$ cat src/rtl/core/xeu_pkg.sv
// ----------------------------------------------------------------------------
// XML entity unescape package
// Shared types, keyword tables and helper functions for the entity decoder.
// ----------------------------------------------------------------------------
package xeu_pkg;

  localparam int NUM_ENT     = 7;
  localparam int QUEUE_DEPTH = 4;

  typedef enum logic [1:0] {
    PH_TEXT,
    PH_ENTITY,
    PH_OPENER,
    PH_CDATA
  } phase_t;

  typedef enum logic [1:0] {
    LEAD_NONE,
    LEAD_AMP,
    LEAD_LT
  } lead_t;

  // One decoded item: a literal flush, held brackets, one character and a
  // closing flush, in that order of output.
  typedef struct packed {
    lead_t       a_kind;
    logic [2:0]  a_len;
    logic [2:0]  a_ent;
    logic [1:0]  nbrk;
    logic        mid_v;
    lead_t       b_kind;
    logic [2:0]  b_len;
    logic [2:0]  b_ent;
    logic        last;
    logic        unclosed;
  } cmd_t;

  function automatic logic [2:0] ent_len(input logic [2:0] ent);
    case (ent)
      3'd0: return 3'd4;
      3'd1: return 3'd5;
      3'd2: return 3'd5;
      3'd3: return 3'd3;
      3'd4: return 3'd3;
      3'd5: return 3'd4;
      3'd6: return 3'd4;
      default: return 3'd0;
    endcase
  endfunction

  function automatic logic [7:0] ent_val(input logic [2:0] ent);
    case (ent)
      3'd0: return "&";
      3'd1: return "\"";
      3'd2: return "'";
      3'd3: return ">";
      3'd4: return "<";
      3'd5: return 8'h0A;
      3'd6: return 8'h0D;
      default: return 8'h00;
    endcase
  endfunction

  function automatic logic [7:0] ent_kw(input logic [2:0] ent, input logic [2:0] idx);
    logic [39:0] kw;
    case (ent)
      3'd0: kw = {8'h00, ";", "p", "m", "a"};
      3'd1: kw = {";", "t", "o", "u", "q"};
      3'd2: kw = {";", "s", "o", "p", "a"};
      3'd3: kw = {8'h00, 8'h00, ";", "t", "g"};
      3'd4: kw = {8'h00, 8'h00, ";", "t", "l"};
      3'd5: kw = {8'h00, ";", "A", "x", "#"};
      3'd6: kw = {8'h00, ";", "D", "x", "#"};
      default: kw = '0;
    endcase
    case (idx)
      3'd0: return kw[7:0];
      3'd1: return kw[15:8];
      3'd2: return kw[23:16];
      3'd3: return kw[31:24];
      3'd4: return kw[39:32];
      default: return 8'h00;
    endcase
  endfunction

  function automatic logic [7:0] opener(input logic [2:0] idx);
    case (idx)
      3'd0: return "!";
      3'd1: return "[";
      3'd2: return "C";
      3'd3: return "D";
      3'd4: return "A";
      3'd5: return "T";
      3'd6: return "A";
      3'd7: return "[";
      default: return 8'h00;
    endcase
  endfunction

  function automatic logic [3:0] seg_len(input lead_t kind, input logic [2:0] len);
    if (kind == LEAD_NONE) begin
      return 4'd0;
    end
    return {1'b0, len} + 4'd1;
  endfunction

  function automatic logic [7:0] lead_char(input lead_t kind, input logic [3:0] k,
                                           input logic [2:0] ent);
    logic [2:0] idx;
    idx = 3'(k - 4'd1);
    if (k == 4'd0) begin
      return (kind == LEAD_AMP) ? 8'h26 : 8'h3C;
    end
    if (kind == LEAD_AMP) begin
      return ent_kw(ent, idx);
    end
    return opener(idx);
  endfunction

endpackage

$ cat src/rtl/core/xeu_front.sv
// ----------------------------------------------------------------------------
// XML entity unescape front end
// Tracks the match state and turns each input item into at most one command.
// ----------------------------------------------------------------------------
module xeu_front #(
  parameter int CHAR_BITS = 16
) (
  input  logic                  clk,
  input  logic                  rst_n,
  input  logic                  allow_cdata,
  input  logic                  take,
  input  logic [CHAR_BITS-1:0]  in_char,
  input  logic                  in_last,
  output logic                  push,
  output xeu_pkg::cmd_t         cmd,
  output logic [CHAR_BITS-1:0]  mid_char
);
  import xeu_pkg::*;

  phase_t             phase_r, phase_nxt;
  logic [2:0]         ml_r, ml_nxt;
  logic [NUM_ENT-1:0] cand_r, cand_nxt;
  logic [1:0]         pend_r, pend_nxt;
  phase_t             ph_p;
  logic [2:0]         ml_p;
  logic [NUM_ENT-1:0] cand_p;
  logic [1:0]         pend_p;
  logic [NUM_ENT-1:0] alive;
  logic               done_any;
  logic [2:0]         done_idx;
  logic [2:0]         first_cur;
  logic [2:0]         first_nxt;
  logic               do_plain;
  logic               is_amp, is_lt, is_rb, is_gt;

  assign is_amp = (in_char == CHAR_BITS'(8'h26));
  assign is_lt  = (in_char == CHAR_BITS'(8'h3C));
  assign is_rb  = (in_char == CHAR_BITS'(8'h5D));
  assign is_gt  = (in_char == CHAR_BITS'(8'h3E));

  always_comb begin
    alive     = '0;
    done_any  = 1'b0;
    done_idx  = '0;
    first_cur = '0;
    for (int k = NUM_ENT - 1; k >= 0; k--) begin
      alive[k] = cand_r[k] && (ml_r < ent_len(3'(k))) &&
                 (in_char == CHAR_BITS'(ent_kw(3'(k), ml_r)));
      if (cand_r[k]) begin
        first_cur = 3'(k);
      end
    end
    for (int k = NUM_ENT - 1; k >= 0; k--) begin
      if (alive[k] && (ent_len(3'(k)) == ml_r + 3'd1)) begin
        done_any = 1'b1;
        done_idx = 3'(k);
      end
    end
  end

  always_comb begin
    cmd      = '0;
    mid_char = '0;
    ph_p     = phase_r;
    ml_p     = ml_r;
    cand_p   = cand_r;
    pend_p   = pend_r;
    do_plain = 1'b0;
    first_nxt = '0;
    case (phase_r)
      PH_ENTITY: begin
        if (alive == '0) begin
          cmd.a_kind = LEAD_AMP;
          cmd.a_len  = ml_r;
          cmd.a_ent  = first_cur;
          do_plain   = 1'b1;
        end else if (done_any) begin
          cmd.mid_v = 1'b1;
          mid_char  = CHAR_BITS'(ent_val(done_idx));
          ph_p      = PH_TEXT;
          ml_p      = '0;
          cand_p    = '0;
        end else begin
          ml_p   = ml_r + 3'd1;
          cand_p = alive;
        end
      end
      PH_OPENER: begin
        if (in_char == CHAR_BITS'(opener(ml_r))) begin
          if (ml_r == 3'd7) begin
            ph_p   = PH_CDATA;
            ml_p   = '0;
            pend_p = '0;
          end else begin
            ml_p = ml_r + 3'd1;
          end
        end else begin
          cmd.a_kind = LEAD_LT;
          cmd.a_len  = ml_r;
          do_plain   = 1'b1;
        end
      end
      PH_CDATA: begin
        if (is_rb) begin
          if (pend_r == 2'd2) begin
            cmd.mid_v = 1'b1;
            mid_char  = in_char;
          end else begin
            pend_p = pend_r + 2'd1;
          end
        end else if (is_gt && pend_r == 2'd2) begin
          ph_p   = PH_TEXT;
          pend_p = '0;
        end else begin
          cmd.nbrk  = pend_r;
          pend_p    = '0;
          cmd.mid_v = 1'b1;
          mid_char  = in_char;
        end
      end
      default: begin
        do_plain = 1'b1;
      end
    endcase

    if (do_plain) begin
      ml_p   = '0;
      cand_p = '0;
      if (is_amp) begin
        ph_p   = PH_ENTITY;
        cand_p = '1;
      end else if (is_lt && allow_cdata) begin
        ph_p = PH_OPENER;
      end else begin
        ph_p      = PH_TEXT;
        cmd.mid_v = 1'b1;
        mid_char  = in_char;
      end
    end

    for (int k = NUM_ENT - 1; k >= 0; k--) begin
      if (cand_p[k]) begin
        first_nxt = 3'(k);
      end
    end

    phase_nxt = ph_p;
    ml_nxt    = ml_p;
    cand_nxt  = cand_p;
    pend_nxt  = pend_p;
    if (in_last) begin
      cmd.last = 1'b1;
      case (ph_p)
        PH_ENTITY: begin
          cmd.b_kind = LEAD_AMP;
          cmd.b_len  = ml_p;
          cmd.b_ent  = first_nxt;
        end
        PH_OPENER: begin
          cmd.b_kind = LEAD_LT;
          cmd.b_len  = ml_p;
        end
        PH_CDATA: begin
          cmd.nbrk     = cmd.nbrk + pend_p;
          cmd.unclosed = 1'b1;
        end
        default: begin
          cmd.b_kind = LEAD_NONE;
        end
      endcase
      phase_nxt = PH_TEXT;
      ml_nxt    = '0;
      cand_nxt  = '0;
      pend_nxt  = '0;
    end
  end

  assign push = take && (in_last || cmd.a_kind != LEAD_NONE || cmd.nbrk != 2'd0 ||
                         cmd.mid_v || cmd.b_kind != LEAD_NONE);

  always_ff @(posedge clk) begin
    if (!rst_n) begin
      phase_r <= PH_TEXT;
      ml_r    <= '0;
      cand_r  <= '0;
      pend_r  <= '0;
    end else if (take) begin
      phase_r <= phase_nxt;
      ml_r    <= ml_nxt;
      cand_r  <= cand_nxt;
      pend_r  <= pend_nxt;
    end
  end

endmodule

$ cat src/rtl/core/xeu_queue.sv
// ----------------------------------------------------------------------------
// XML entity unescape command queue
// Small register FIFO between the front end and the output sequencer.
// ----------------------------------------------------------------------------
module xeu_queue #(
  parameter int WIDTH = 32,
  parameter int DEPTH = 4
) (
  input  logic             clk,
  input  logic             rst_n,
  input  logic             push,
  input  logic [WIDTH-1:0] wr_data,
  input  logic             pop,
  output logic             ready,
  output logic             not_empty,
  output logic [WIDTH-1:0] rd_data
);
  localparam int PTR_W = (DEPTH > 1) ? $clog2(DEPTH) : 1;
  localparam int CNT_W = $clog2(DEPTH + 1);

  logic [WIDTH-1:0] data_r [DEPTH];
  logic [PTR_W-1:0] wr_ptr_r, wr_ptr_nxt;
  logic [PTR_W-1:0] rd_ptr_r, rd_ptr_nxt;
  logic [CNT_W-1:0] count_r, count_nxt;

  assign ready     = (count_r != CNT_W'(DEPTH));
  assign not_empty = (count_r != '0);
  assign rd_data   = data_r[rd_ptr_r];

  always_comb begin
    wr_ptr_nxt = wr_ptr_r;
    rd_ptr_nxt = rd_ptr_r;
    count_nxt  = count_r;
    if (push) begin
      wr_ptr_nxt = (wr_ptr_r == PTR_W'(DEPTH - 1)) ? '0 : wr_ptr_r + PTR_W'(1);
    end
    if (pop) begin
      rd_ptr_nxt = (rd_ptr_r == PTR_W'(DEPTH - 1)) ? '0 : rd_ptr_r + PTR_W'(1);
    end
    if (push && !pop) begin
      count_nxt = count_r + CNT_W'(1);
    end else if (pop && !push) begin
      count_nxt = count_r - CNT_W'(1);
    end
  end

  always_ff @(posedge clk) begin
    if (!rst_n) begin
      wr_ptr_r <= '0;
      rd_ptr_r <= '0;
      count_r  <= '0;
    end else begin
      wr_ptr_r <= wr_ptr_nxt;
      rd_ptr_r <= rd_ptr_nxt;
      count_r  <= count_nxt;
    end
  end

  always_ff @(posedge clk) begin
    if (push) begin
      data_r[wr_ptr_r] <= wr_data;
    end
  end

endmodule

$ cat src/rtl/core/xeu_back.sv
// ----------------------------------------------------------------------------
// XML entity unescape output sequencer
// Expands each command into result items, one per cycle while the output is not stalled, into an output register.
// ----------------------------------------------------------------------------
module xeu_back #(
  parameter int CHAR_BITS = 16
) (
  input  logic                 clk,
  input  logic                 rst_n,
  input  logic                 q_valid,
  input  xeu_pkg::cmd_t        cmd,
  input  logic [CHAR_BITS-1:0] mid_char,
  output logic                 q_pop,
  output logic                 out_tvalid,
  input  logic                 out_tready,
  output logic [CHAR_BITS-1:0] out_char,
  output logic                 out_cv,
  output logic                 out_last,
  output logic                 out_unc
);
  import xeu_pkg::*;

  logic [3:0]           j_r, j_nxt;
  logic                 out_valid_r, out_valid_nxt;
  logic [CHAR_BITS-1:0] out_char_r;
  logic                 out_cv_r, out_last_r, out_unc_r;
  logic [3:0]           p1, p2, p3, n;
  logic [3:0]           final_j;
  logic [CHAR_BITS-1:0] ch;
  logic                 emit;

  always_comb begin
    p1 = seg_len(cmd.a_kind, cmd.a_len);
    p2 = p1 + {2'b00, cmd.nbrk};
    p3 = p2 + {3'b000, cmd.mid_v};
    n  = p3 + seg_len(cmd.b_kind, cmd.b_len);
    final_j = (n == 4'd0) ? 4'd0 : n - 4'd1;
    if (n == 4'd0) begin
      ch = '0;
    end else if (j_r < p1) begin
      ch = CHAR_BITS'(lead_char(cmd.a_kind, j_r, cmd.a_ent));
    end else if (j_r < p2) begin
      ch = CHAR_BITS'(8'h5D);
    end else if (j_r < p3) begin
      ch = mid_char;
    end else begin
      ch = CHAR_BITS'(lead_char(cmd.b_kind, j_r - p3, cmd.b_ent));
    end
  end

  assign emit  = q_valid && (!out_valid_r || out_tready);
  assign q_pop = emit && (j_r == final_j);

  always_comb begin
    j_nxt         = j_r;
    out_valid_nxt = out_valid_r;
    if (emit) begin
      j_nxt         = q_pop ? 4'd0 : j_r + 4'd1;
      out_valid_nxt = 1'b1;
    end else if (out_tready) begin
      out_valid_nxt = 1'b0;
    end
  end

  always_ff @(posedge clk) begin
    if (!rst_n) begin
      j_r         <= '0;
      out_valid_r <= 1'b0;
    end else begin
      j_r         <= j_nxt;
      out_valid_r <= out_valid_nxt;
    end
  end

  always_ff @(posedge clk) begin
    if (emit) begin
      out_char_r <= ch;
      out_cv_r   <= (n != 4'd0);
      out_last_r <= cmd.last && q_pop;
      out_unc_r  <= cmd.last && q_pop && cmd.unclosed;
    end
  end

  assign out_tvalid = out_valid_r;
  assign out_char   = out_char_r;
  assign out_cv     = out_cv_r;
  assign out_last   = out_last_r;
  assign out_unc    = out_unc_r;

  a_pop_on_emit: assert property (@(posedge clk) disable iff (!rst_n) q_pop |-> emit)
    else $error("Command retired without issuing a result.");
  a_mid_cmd: assert property (@(posedge clk) disable iff (!rst_n) (j_r != 4'd0) |-> q_valid)
    else $error("Result index advanced with no command at the head of the queue.");
  a_empty_final: assert property (@(posedge clk) disable iff (!rst_n)
                                  (out_valid_r && !out_cv_r) |-> out_last_r)
    else $error("Empty result item is not the final one.");
  a_unc_final: assert property (@(posedge clk) disable iff (!rst_n)
                                (out_valid_r && out_unc_r) |-> out_last_r)
    else $error("Unclosed CDATA flag on a non-final result item.");

endmodule

$ cat src/rtl/core/xml_entity_unescape_cdata.sv
// An input item is queued as a command; its results leave through the output register.
// Throughput: one input item per cycle, with at most one result each and no output stall.
// An item's results enter the output register one per cycle unless the output stalls.
// A four-entry command queue lets the input side run ahead of a stalled output.
// Reset (rst_n low, synchronous) clears the match state, the queue and allow_cdata.
// ----------------------------------------------------------------------------
// XML entity unescape with CDATA pass-through
// Decodes XML entities in a stream of code units and strips CDATA delimiters.
// ----------------------------------------------------------------------------
module xml_entity_unescape_cdata #(
  parameter int CHAR_BITS = 16
) (
  input  logic                               clk,
  input  logic                               rst_n,
  input  logic                               cfg_we,
  input  logic                               cfg_wdata,
  input  logic                               in_tvalid,
  output logic                               in_tready,
  input  logic [((CHAR_BITS+7)/8)*8-1:0]     in_tdata,   // in_char
  input  logic                               in_tlast,
  output logic                               out_tvalid,
  input  logic                               out_tready,
  output logic [((CHAR_BITS+7)/8)*8-1:0]     out_tdata,  // out_char
  output logic [1:0]                         out_tuser,  // char_valid, unclosed_cdata
  output logic                               out_tlast
);
  import xeu_pkg::*;

  localparam int TDATA_W = ((CHAR_BITS + 7) / 8) * 8;
  localparam int CMD_W   = $bits(cmd_t);
  localparam int Q_W     = CMD_W + CHAR_BITS;

  logic                 allow_r;
  logic                 take;
  logic                 push;
  cmd_t                 f_cmd;
  logic [CHAR_BITS-1:0] f_mid;
  logic                 q_ready, q_valid, q_pop;
  logic [Q_W-1:0]       q_rd;
  cmd_t                 b_cmd;
  logic [CHAR_BITS-1:0] b_mid;
  logic [CHAR_BITS-1:0] out_char;
  logic                 out_cv, out_last, out_unc;

  always_ff @(posedge clk) begin
    if (!rst_n) begin
      allow_r <= 1'b0;
    end else if (cfg_we) begin
      allow_r <= cfg_wdata;
    end
  end

  assign in_tready = q_ready;
  assign take      = in_tvalid && q_ready;

  xeu_front #(.CHAR_BITS(CHAR_BITS)) u_front (
    .clk         (clk),
    .rst_n       (rst_n),
    .allow_cdata (allow_r),
    .take        (take),
    .in_char     (in_tdata[CHAR_BITS-1:0]),
    .in_last     (in_tlast),
    .push        (push),
    .cmd         (f_cmd),
    .mid_char    (f_mid)
  );

  xeu_queue #(.WIDTH(Q_W), .DEPTH(QUEUE_DEPTH)) u_queue (
    .clk       (clk),
    .rst_n     (rst_n),
    .push      (push),
    .wr_data   ({f_cmd, f_mid}),
    .pop       (q_pop),
    .ready     (q_ready),
    .not_empty (q_valid),
    .rd_data   (q_rd)
  );

  assign b_cmd = cmd_t'(q_rd[Q_W-1:CHAR_BITS]);
  assign b_mid = q_rd[CHAR_BITS-1:0];

  xeu_back #(.CHAR_BITS(CHAR_BITS)) u_back (
    .clk        (clk),
    .rst_n      (rst_n),
    .q_valid    (q_valid),
    .cmd        (b_cmd),
    .mid_char   (b_mid),
    .q_pop      (q_pop),
    .out_tvalid (out_tvalid),
    .out_tready (out_tready),
    .out_char   (out_char),
    .out_cv     (out_cv),
    .out_last   (out_last),
    .out_unc    (out_unc)
  );

  assign out_tdata = TDATA_W'(out_char);
  assign out_tuser = {out_unc, out_cv};
  assign out_tlast = out_last;

endmodule

$ cat config.mk
export PLATFORM = sky130hd
export DESIGN_NAME = xml_entity_unescape_cdata
export DESIGN_NICKNAME = d
export VERILOG_FILES = /design/src/rtl/core/xeu_pkg.sv /design/src/rtl/core/xeu_front.sv /design/src/rtl/core/xeu_queue.sv /design/src/rtl/core/xeu_back.sv /design/src/rtl/core/xml_entity_unescape_cdata.sv
export SDC_FILE = /design/constraint.sdc
export NUM_CORES = 1
export LEC_CHECK = 0
export ABC_CLOCK_PERIOD_IN_PS = 5700
export CORE_ASPECT_RATIO = 0.75
export CORE_MARGIN = 8
export CORE_UTILIZATION = 58
export DETAILED_ROUTE_END_ITERATION = 7
export DONT_BUFFER_PORTS = 1
export PLACE_DENSITY = 0.76
export SLEW_MARGIN = 30
export SYNTH_ARGS = -nofsm -noshare
export SYNTH_HDL_FRONTEND = slang
export SYNTH_SLANG_ARGS = --single-unit
$ cat constraint.sdc
create_clock -name clk -period 5.7 [get_ports clk]
set_clock_uncertainty 0.05 [all_clocks]
set_input_delay 0.285 -clock clk [delete_from_list [all_inputs] [get_ports clk]]
set_output_delay 0.285 -clock clk [all_outputs]
set_load 0.1 [all_outputs]
Yosys cells after proc, flatten, opt, wreduce, memory -nomap -nowiden
Memory sizes are Yosys's and may differ from the RTL's. A register that Yosys moved wholly into a read port is not among the register bits.
Cells that the tools add are included.
{ "totals": {"in_bits": 23, "out_inout_bits": 21, "ram_bits": 148, "reg_bits": 46, "memories": 4, "mem_bits_ro": 168} }
{ "classes": {"n_eq_ne": 59, "bitwise": 1, "add_sub_neg": 17, "reduce_logical": 60, "magnitude_cmp": 6, "n_mux": 156} }
{ "mem_list": {"columns": ["memory", "words", "width", "rd", "rd_clocked_by_memory_dff", "write_ports", "line", "rtl"], "rows": [
  ["u_queue.data_r", 4, 37, 1, 1, 1, "xeu_queue.sv:21", "logic [WIDTH-1:0] data_r [DEPTH];"],
  ["(no name shown)", 8, 7, 1, 0, 0, "xeu_pkg.sv:87", "case (idx)"],
  ["(no name shown)", 8, 7, 1, 0, 0, "xeu_pkg.sv:87", null],
  ["(no name shown)", 8, 7, 1, 1, 0, "xeu_pkg.sv:87", null]
]} }
{ "op_table": {"columns": ["operator", "count"], "rows": [
  ["$pmux 38 s7", 2],
  ["$eq 16x7->1", 7],
  ["$mux 16", 7],
  ["$mux 3", 35],
  ["$mux 8", 13],
  ["$pmux 7 s4", 3],
  ["$pmux 8 s5", 2],
  ["$pmux 7 s5", 2],
  ["$mux 7", 7],
  ["$eq 16x6->1 const B", 3],
  ["$mux 2", 23],
  ["$pmux 6 s7", 1],
  ["$pmux 7 s3", 2],
  ["$mux 1", 41],
  ["$eq 3x3->1 const B", 13],
  ["$eq 3x2->1 const B", 12],
  ["$pmux 16 s2", 1],
  ["$logic_and 1x1->1", 31],
  ["$mux 4", 6],
  ["$eq 3x1->1 const B", 6],
  ["$logic_not 3->1", 6],
  ["$eq 16x7->1 const B", 1],
  ["$eq 16x8->1", 1],
  ["$mux 5", 3],
  ["other kinds (38)", 71]
]} }

Longest topological paths before layout
{ "logic_depth": {"depth_word": 32, "mapped_depth": 26, "ltp_nobuf": 24} }

Modules after synthesis
A second synthesis with hierarchy kept.
{ "hier_totals": {"hier_cells": 1127, "hier_area_um2": 12564.6} }
{ "by_module_without_submodules": {"columns": ["mod", "cells_per_inst", "area_each_um2", "n_inst", "seq_area_each_um2"], "rows": [
  ["xeu_queue", 238, 5854.4, 1, 4624.4],
  ["xeu_front", 456, 3353.2, 1, 420.4],
  ["xeu_back", 427, 3299.4, 1, 670.6],
  ["xml_entity_unescape_cdata", 6, 57.6, 1, 20.0]
]} }

Worst setup path before layout
No wires, ideal clock.
{ "synth_timing": {"path_type": "flip-flop to flip-flop", "startpoint": "register (tool-made name)", "endpoint": "register u_queue.count_r[2]", "path_buffers": 4, "slack_ns": -0.604, "stages_incl_launch_ff": 26, "synth_period_minus_slack_ns": 6.304, "setup_time_ns": 0.073, "t_required_ns": 5.577, "arrival_time_ns": 6.181, "path_cell_list": "dfxtp_1 buf_6 buf_2 buf_1 buf_1 mux4_2 ha_1 inv_1 fa_1 inv_1 ha_1 inv_1 fa_1 inv_1 a21oi_1 a311oi_1 o21bai_1 mux2_4 o32ai_4 inv_1 ha_1 inv_1 fa_1 xor2_1 or3_1 a21oi_1"} }
{ "synth_rtl": {"columns": ["item", "line", "rtl"], "rows": [
  ["end signal, assigned", "xeu_queue.sv:55", "count_r <= count_nxt;"],
  ["end, declared", "xeu_queue.sv:24", "logic [CNT_W-1:0] count_r, count_nxt;"]
]} }

==> results_dict.tcl <==
set metrics [dict create \
    status "complete, no violations" \
    syn-num-nets 1185 \
    detailed_place_hpwl_mm 21.0 \
    grt_max_degree 38 \
    pin_count 44 \
    vias 9190 \
    core.rowCount 46 \
    maxSlewHeadroom_pct 36.8 \
    finalMaxSlewViolations 0 \
    total_non_filler_cell_area_in_the_finished_layout_mm2 0.0134 \
    grt_first_pass_wirelength_mm 47.0 \
    critical_hold_path_startpoint "in_tlast" \
    final_hold_viol_count 0 \
    floorplan.die.width_um 183 \
    postRouteAntennaNets 0 \
    post_synth_inst_count 1104 \
    achievable-frequency_ghz 0.185 \
    critPathRequiredTime_ns 6.05 \
    clk_lat_worst_skew_ns 0.50 \
    global_routing_usage_summed_across_all_routing_layers_pct 22.6 \
    critical_path.max_fanout 8 \
    final_core_utilization_pct 64.3 \
    synthToLayoutAreaGrowth_pct 10.2 \
    clock_tree.htree_level_count 1 \
    dr_vias_cell 6.47 \
    peakVddDrop_mv 0.561 \
    cts_inserted_buffers 20 \
    synth_cell_type_count 94 \
    setup_tns_ns 0 \
    synth_seq_cells 203 \
    clkSinkCount 203 \
    slew_at_the_pin_closest_to_its_max_slew_limit_ns 0.950 \
    cts-root-to-sink-buffers 3 \
    synth_flop_cell "sky130_fd_sc_hd__edfxtp_1" \
    pwr_density_cell_mw_per_mm2 534 \
    most-common-layout-cells "sky130_fd_sc_hd__edfxtp_1 (167), sky130_fd_sc_hd__nor2_1 (81), sky130_fd_sc_hd__nand2_1 (80), sky130_fd_sc_hd__o21ai_0 (56), sky130_fd_sc_hd__a21oi_1 (55)" \
    layout_worst_path_cycle_share_pct 94.8 \
    floorplan.die_area_mm2 0.0259 \
    regToRegEndpoint "u_queue.count_r[2]" \
    floorplan.core_area_mm2 0.0209 \
    layout.cells.most_common "sky130_fd_sc_hd__edfxtp_1" \
    ys_async_sr_fraction_pct 0 \
    drt_drc_violations_left 0 \
    worstRegToRegCells 25 \
    root_cell_of_the_clock_tree "sky130_fd_sc_hd__clkbuf_16" \
    die_h_um 141 \
    dpl-instance-area_mm2 0.0126 \
    final_setup_violations 0 \
    cts_tree "yes" \
    worst_path_most_repeated_cell "sky130_fd_sc_hd__inv_1" \
    number_of_global_route_vias_before_repair 8495 \
    critical_path.max_stage_delay_ns 0.55 \
    power.leakage_nw 4.60 \
    worst_path_max_delay_cell "sky130_fd_sc_hd__mux4_2" \
    routed_wirelength_normalized_by_instance_count_um 20.9 \
    post_synth_edffs 167 \
    hold_path_class "in2reg" \
    setup.worst_path.class "reg2reg" \
    worstSetupStartpointType "register" \
    clkSlewWorstSetupHoldPaths_ns 0.06 \
    syn-mean-instance-area_um2 11.0 \
    synth.yosys.seq_area_share_pct 47.1 \
    yosysWarningCount 0 \
    drv.max_cap_violation_count 0 \
    floorplan.initialDensity_pct 58.3 \
    regToRegSetupSlack_ns 0.30 \
    antenna_found_initial 0 \
    wp_data_arrival_ns 5.75 \
    place.port_buffers 0 \
    drt-pass1-iter-count 7 \
    detail_route.wirelength_mm 29.7 \
    hold_path_depth 3 \
    whs_endpoint "u_front.pend_r[0]" \
    grt_overflow 0 \
    nets 1198 \
    drt_iter0_drc 1023 \
    gp_congestion 0.967 \
    total_power_w 0.00717 \
    rsz_0062_raised_after_global_routing "false" \
    finalWorstPathRequiredPeriod_ns 5.40 \
    crit_end_category "register" \
    final_layout_size_suffix_gt1_share_pct 13.3 \
    post_synth_instance_area_mm2 0.0122 \
]
[where the power goes]
| group | internal, W | switching (W) | total, W |
|---|---|---|---|
| Sequential | 0.00186 | 0.000614 | 0.00248 |
| Clock | 0.000790 | 0.000530 | 0.00132 |
| Combinational | 0.00138 | 0.00199 | 0.00337 |
| Total | 0.00404 | 0.00313 | 0.00717 |
[logic make-up after synthesis]
logic type | count (synthesis) | share of synthesized area, %
compound gates | 271 | 15.7
flops | 203 | 47.1
fa+ha+maj | 58 | 6.21
buf+inv | 105 | 3.50
simple gates | 378 | 16.3
xor+xnor | 33 | 2.50
mux | 56 | 8.65
[layer usage]
| metal | part of all wire, % | GRT usage (%) | vias up |
|---|---|---|---|
| li1 | - | - | 4236 |
| met1 | 45 | 33.1 | 4525 |
| met2 | 45 | 34.5 | 372 |
| met3 | 7.0 | 2.96 | 57 |
| met4 | 2.7 | 7.22 | 0 |
| met5 | 0 | 0 | - |
[repair_timing]
action / in CTS / in global routing
gates resized for setup: 0 / 6
pin swaps: 1 / 1
hold buffers: 5 / 0
cloned: 0 / 0
setup buffers: 1 / 6
hold endpoints to repair: 19 / 0
setup endpoints to repair: 1 / 5
[how the worst max path moves through the flow]
stage / slack, ns / startpoint / cells after the start / end
6_report: 0.30 / register / 25 / u_queue.count_r[2]
3_3_place_gp: 0.17 / register / 21 / u_queue.count_r[2]
3_5_place_dp: 0.02 / register / 21 / u_queue.count_r[2]
4_1_cts: 0.03 / register / 25 / u_queue.count_r[2]
2_1_floorplan: 0.01 / register / 25 / u_queue.count_r[2]
5_1_grt: 0.008 / register / 25 / u_queue.count_r[2]
[critical path: cells and delay by family, from the launching register on]
kind	cells	cell delay, ns
and+or+nand+nor	6	0.87
muxes	2	0.74
DFF	1	0.40
AOI/OAI and AO/OA	4	0.48
buffers and inverters	6	0.58
adders and majority gates	6	1.99
xor gates and xnor gates	1	0.19
[area by class of cell]
type / count / area [µm²]
Tap cell: 288 / 360
Clock inverter: 7 / 81.3
Clock buffer: 29 / 576
Fill cell: 1533 / 7470
Multi-Input combinational cell: 796 / 6040
Antenna cell: 1 / 2.50
Sequential cell: 203 / 5740
Timing Repair Buffer: 44 / 425
Inverter: 52 / 195
[registers in the layout, indices dropped and copies added, names as in the netlist, 3 cells and up, named ones only]
signal	flops
u_queue.count_r	3
u_queue.data_r	148
u_front.cand_r	7
u_back.j_r	4
u_front.ml_r	3
u_back.out_char	16
[Yosys cell counts, drive strengths merged (11+ instances only)]
| cell type | instances | area (µm²) |
|---|---|---|
| edfxtp | 167 | 5010 |
| nand2 | 82 | 310 |
| nor2 | 82 | 310 |
| o21ai | 63 | 319 |
| a21oi | 56 | 280 |
| ha | 54 | 676 |
| inv | 51 | 191 |
| mux4 | 37 | 852 |
| dfxtp | 36 | 721 |
| clkbuf | 33 | 124 |
| and2 | 30 | 188 |
| nand3 | 28 | 140 |
| nor3 | 28 | 145 |
| nor2b | 25 | 156 |
| nand2b | 24 | 150 |
| xnor2 | 22 | 193 |
| buf | 20 | 108 |
| nor4 | 14 | 118 |
| or2 | 14 | 87.6 |
| mux2i | 13 | 130 |
| o22ai | 12 | 75.1 |
| a211oi | 11 | 82.6 |
| or3 | 11 | 68.8 |
[metrics by stage]
stage	hold slack, ns	setup slack, ns	cells
global route	0.00634	0.00840	1419
finish	0.0118	0.298	1420
floorplan	0.334	0.0132	1104
CTS	0.00400	0.0319	1412
detailed placement	0.335	0.0208	1370
global placement	0.336	0.166	1370
(Power assumes the default switching activity.)
